[config.mk]
export PLATFORM = sky130hd
export DESIGN_NAME = hmdt_ram
export DESIGN_NICKNAME = d
export VERILOG_FILES = /design/src/sv/hmdt_ram.sv
export SDC_FILE = /design/constraint.sdc
export NUM_CORES = 2
export LEC_CHECK = 0
export BUFFER_PORTS_ARGS = -buffer_cell sky130_fd_sc_hd__buf_2
export CORE_ASPECT_RATIO = 0.7
export CORE_UTILIZATION = 30
export DETAILED_ROUTE_END_ITERATION = 10
export HOLD_SLACK_MARGIN = 0.15
export PLACE_DENSITY = 0.54
export REMOVE_ABC_BUFFERS = 1
export SETUP_SLACK_MARGIN = 0.02
export SKIP_CTS_REPAIR_TIMING = 1
export SKIP_LAST_GASP = 1
export SYNTH_ARGS = -nofsm -noshare
export SYNTH_HDL_FRONTEND = slang
export SYNTH_SLANG_ARGS = --single-unit
[constraint.sdc]
create_clock -name clk -period 2.7 [get_ports clk]
set_clock_uncertainty 0.2 [all_clocks]
set_input_delay 0.135 -clock clk [delete_from_list [all_inputs] [get_ports clk]]
set_output_delay 0.135 -clock clk [all_outputs]
set_load 0.01 [all_outputs]
[src/sv/hmdt_ram.sv]
`timescale 1ns / 1ps

module hmdt_ram #(
  parameter int WIDTH = 8,
  parameter int DEPTH = 256
) (
  input  logic                     clk,
  input  logic                     we,
  input  logic [$clog2(DEPTH)-1:0] waddr,
  input  logic [WIDTH-1:0]         wdata,
  input  logic [$clog2(DEPTH)-1:0] raddr,
  output logic [WIDTH-1:0]         rdata
);

  logic [WIDTH-1:0] mem [DEPTH];

  // one write port, registered read port
  always_ff @(posedge clk) begin
    if (we) begin
      mem[waddr] <= wdata;
    end
    rdata <= mem[raddr];
  end

endmodule

==> impl_metrics.yaml <==
grt:
  grt_first_pass_wirelength_um: 313000
  grt_max_degree: 92
  first_global_vias: 40600
  overflow: 0
  grt_usage_pct: 16.5
  antenna_found_initial: 16
layout:
  fin_cells: 8102
  fin_util_pct: 36.3
  layout_common_cells: "edfxtp_1 (2048), buf_4 (639), mux4_2 (454), nor2_1 (279), clkbuf_16 (195)"
  final_common_cell: "edfxtp_1"
  layout.nets: 4481
  syn2layout_area_growth_pct: 19.9
  fill_cells: 24000
  layout-drive-gt1-share_pct: 32.7
place:
  hpwlAfterDp_um: 147000
  dp.cells: 7733
  routabilityCongestion: 0.855
  portBuffers: 33
synth:
  synth.yosys.warnings: 0
  synth_cell_types: 55
  synth_edf_count: 2048
  yosys_most_used_dff: "edfxtp_1"
  syn_inst: 3733
  synthArstFlopShare_pct: 0
  avgSynthCellArea_um2: 21.3
  ys_ff_latch: 2056
  syn-cell-area_um2: 79600
  yosysSeqAreaShare_pct: 77.5
power_and_ir_drop:
  p_per_area_nw_per_um2: 696
  ir_worst_vdd_mv: 0.498
  leakage_nw: 30.4
detailed_routing:
  num_vias: 41100
  drtIter0Drc: 5727
  via_per_inst: 5.08
  wirelength_um: 223000
  wl_per_cell_um: 27.6
  drc: 0
  ant_nets: 0
  dr.pass1.iters: 5
worst_setup_path:
  r2r_start: "mem[15][1]"
  required_ns: 3.17
  cp-start-kind: "input port"
  critPathKind: "input port to flip-flop"
  arrival_ns: 3.33
  r2r_slack_ns: -0.08
  crit_path_max_fanout: 22
  cp-end-kind: "flip-flop"
  critPathLaunch: "raddr[0]"
status:
  outcome: "finished, violations left"
  failed_checks: "negative setup slack"
sta:
  worstMarginPinSlew_ns: 1.25
  tns_ns: -0.153
  slew_violations: 0
  finalCritPeriodShare_pct: 106
  setup_viol: 1
  slew_headroom_pct: 16.8
  setup_ws_ns: -0.153
  finalHoldViolations: 0
  fmax_ghz: 0.351
  rsz0062_at_grt: "yes"
  fin_crit_ns: 2.85
clocking:
  clk_latency_ns: 0.85
  cts_buffers: 192
  cts_root_buf: "clkbuf_16"
  cts_max_path_buffers: 4
  h-tree-depth: 4
  cts.sinks: 2056
  path_clk_slew_ns: 0.07
  cts_tree: "built"
floorplan:
  initial_utilization_pct: 30.3
  die_w_um: 618
  rows: 157
  ios: 34
  core_area_um2: 263000
  dieArea_um2: 267000
  die-height_um: 433
min_path:
  hp-class: "input port to flip-flop"
  min-delay-start: "wdata[1]"
job:
  max-cap-violations: 0
-- synth_stat cells (all sizes together), types with 2 or more instances --
master | number | area (µm²)
nand2b | 8 | 50.1
a2111oi | 5 | 52.6
nor4 | 27 | 188
a211oi | 16 | 120
mux4 | 456 | 10300
o32ai | 5 | 51.3
and2 | 6 | 37.5
o22ai | 28 | 175
a31oi | 2 | 12.5
o221ai | 47 | 418
mux2i | 134 | 1340
dfxtp | 8 | 160
o22a | 5 | 43.8
buf | 122 | 1030
nand4 | 10 | 62.6
a22o | 8 | 70.1
or2 | 4 | 25.0
edfxtp | 2048 | 61500
nor2b | 31 | 194
a21oi | 96 | 480
nand2 | 33 | 124
nand3 | 34 | 170
a22oi | 133 | 998
and3b | 2 | 17.5
nand3b | 2 | 15.0
a311oi | 2 | 17.5
clkbuf | 111 | 417
o21ai | 12 | 60.1
a221oi | 14 | 129
nor3 | 22 | 110
nor2 | 282 | 1060
o211ai | 10 | 75.1
-- worst paths after layout --
| kind | depth (start not counted) | endpoint |
|---|---|---|
| max | 12 | rdata[1] |
| min | 2 | mem[231][1] |
| max reg2reg | 6 | rdata[1] |
| min reg2reg | 5 | rdata[7] |
-- per-layer routing --
metal | wire (µm) | vias up | GRT usage (%) | share of wire (%)
li1 | - | 17100 | - | -
met1 | 103000 | 21900 | 25.3 | 46
met2 | 92000 | 1854 | 22.6 | 41
met3 | 24000 | 262 | 5.06 | 11
met4 | 4280 | 2 | 3.48 | 1.9
met5 | 13 | - | 0 | 0.0058
-- metrics by stage --
step                setup slack [ns]  hold slack [ns]  instance area (µm²)  total power [mW]
floorplan                    -0.0428           0.0339                78100              37.1
global placement               -1.26            0.382                88900              39.8
detailed placement             -1.25            0.403                88900              39.8
CTS                           -0.384           -0.498                95100              66.9
global route                  -0.204            0.155                95400              68.3
finish                        -0.153            0.163                95400              66.4
-- logic make-up (layout without fill, tap and decap cells) --
logic type / count (synthesis) / after routing / synth area share, %
flops: 2056 / 2056 / 77.5
mux: 591 / 591 / 14.6
simple gates: 466 / 466 / 2.63
compound gates: 385 / 385 / 3.42
buf+inv: 235 / 1101 / 1.83
other cells: 0 / 5 / 0
-- critical path, cell delays in order --
cell	delay, ns
buf_8	0.23
buf_4	0.33
buf_12	0.27
buf_12	0.24
mux2i_1	0.21
o22ai_1	0.09
o21ai_0	0.24
buf_4	0.15
nand3_1	0.23
nor4_2	0.83
buf_4	0.23
nor4_1	0.04
-- cell type report --
| class | count | area, µm² | area share (%) |
|---|---|---|---|
| diodes | 5 | 12.5 | 0.0131 |
| flip-flops and latches | 2056 | 61700 | 64.6 |
| clock buffers | 232 | 5050 | 5.29 |
| inverters | 2 | 7.51 | 0.00787 |
| clock inverters | 106 | 1100 | 1.15 |
| multi-input cells | 1442 | 16600 | 17.4 |
| well taps | 3498 | 4380 | 4.59 |
| repair buffers | 761 | 6610 | 6.93 |
-- state kept, by name (all words and copies together) (netlist names) --
register and count:
rdata 8, mem 2048
-- report_power, final --
group | switching, mW | internal, mW
Combinational | 2.38 | 1.52
Sequential | 0.0669 | 35.2
Clock | 11.9 | 15.3
Total | 14.4 | 52.0
Power figures use the tool's default switching activity.
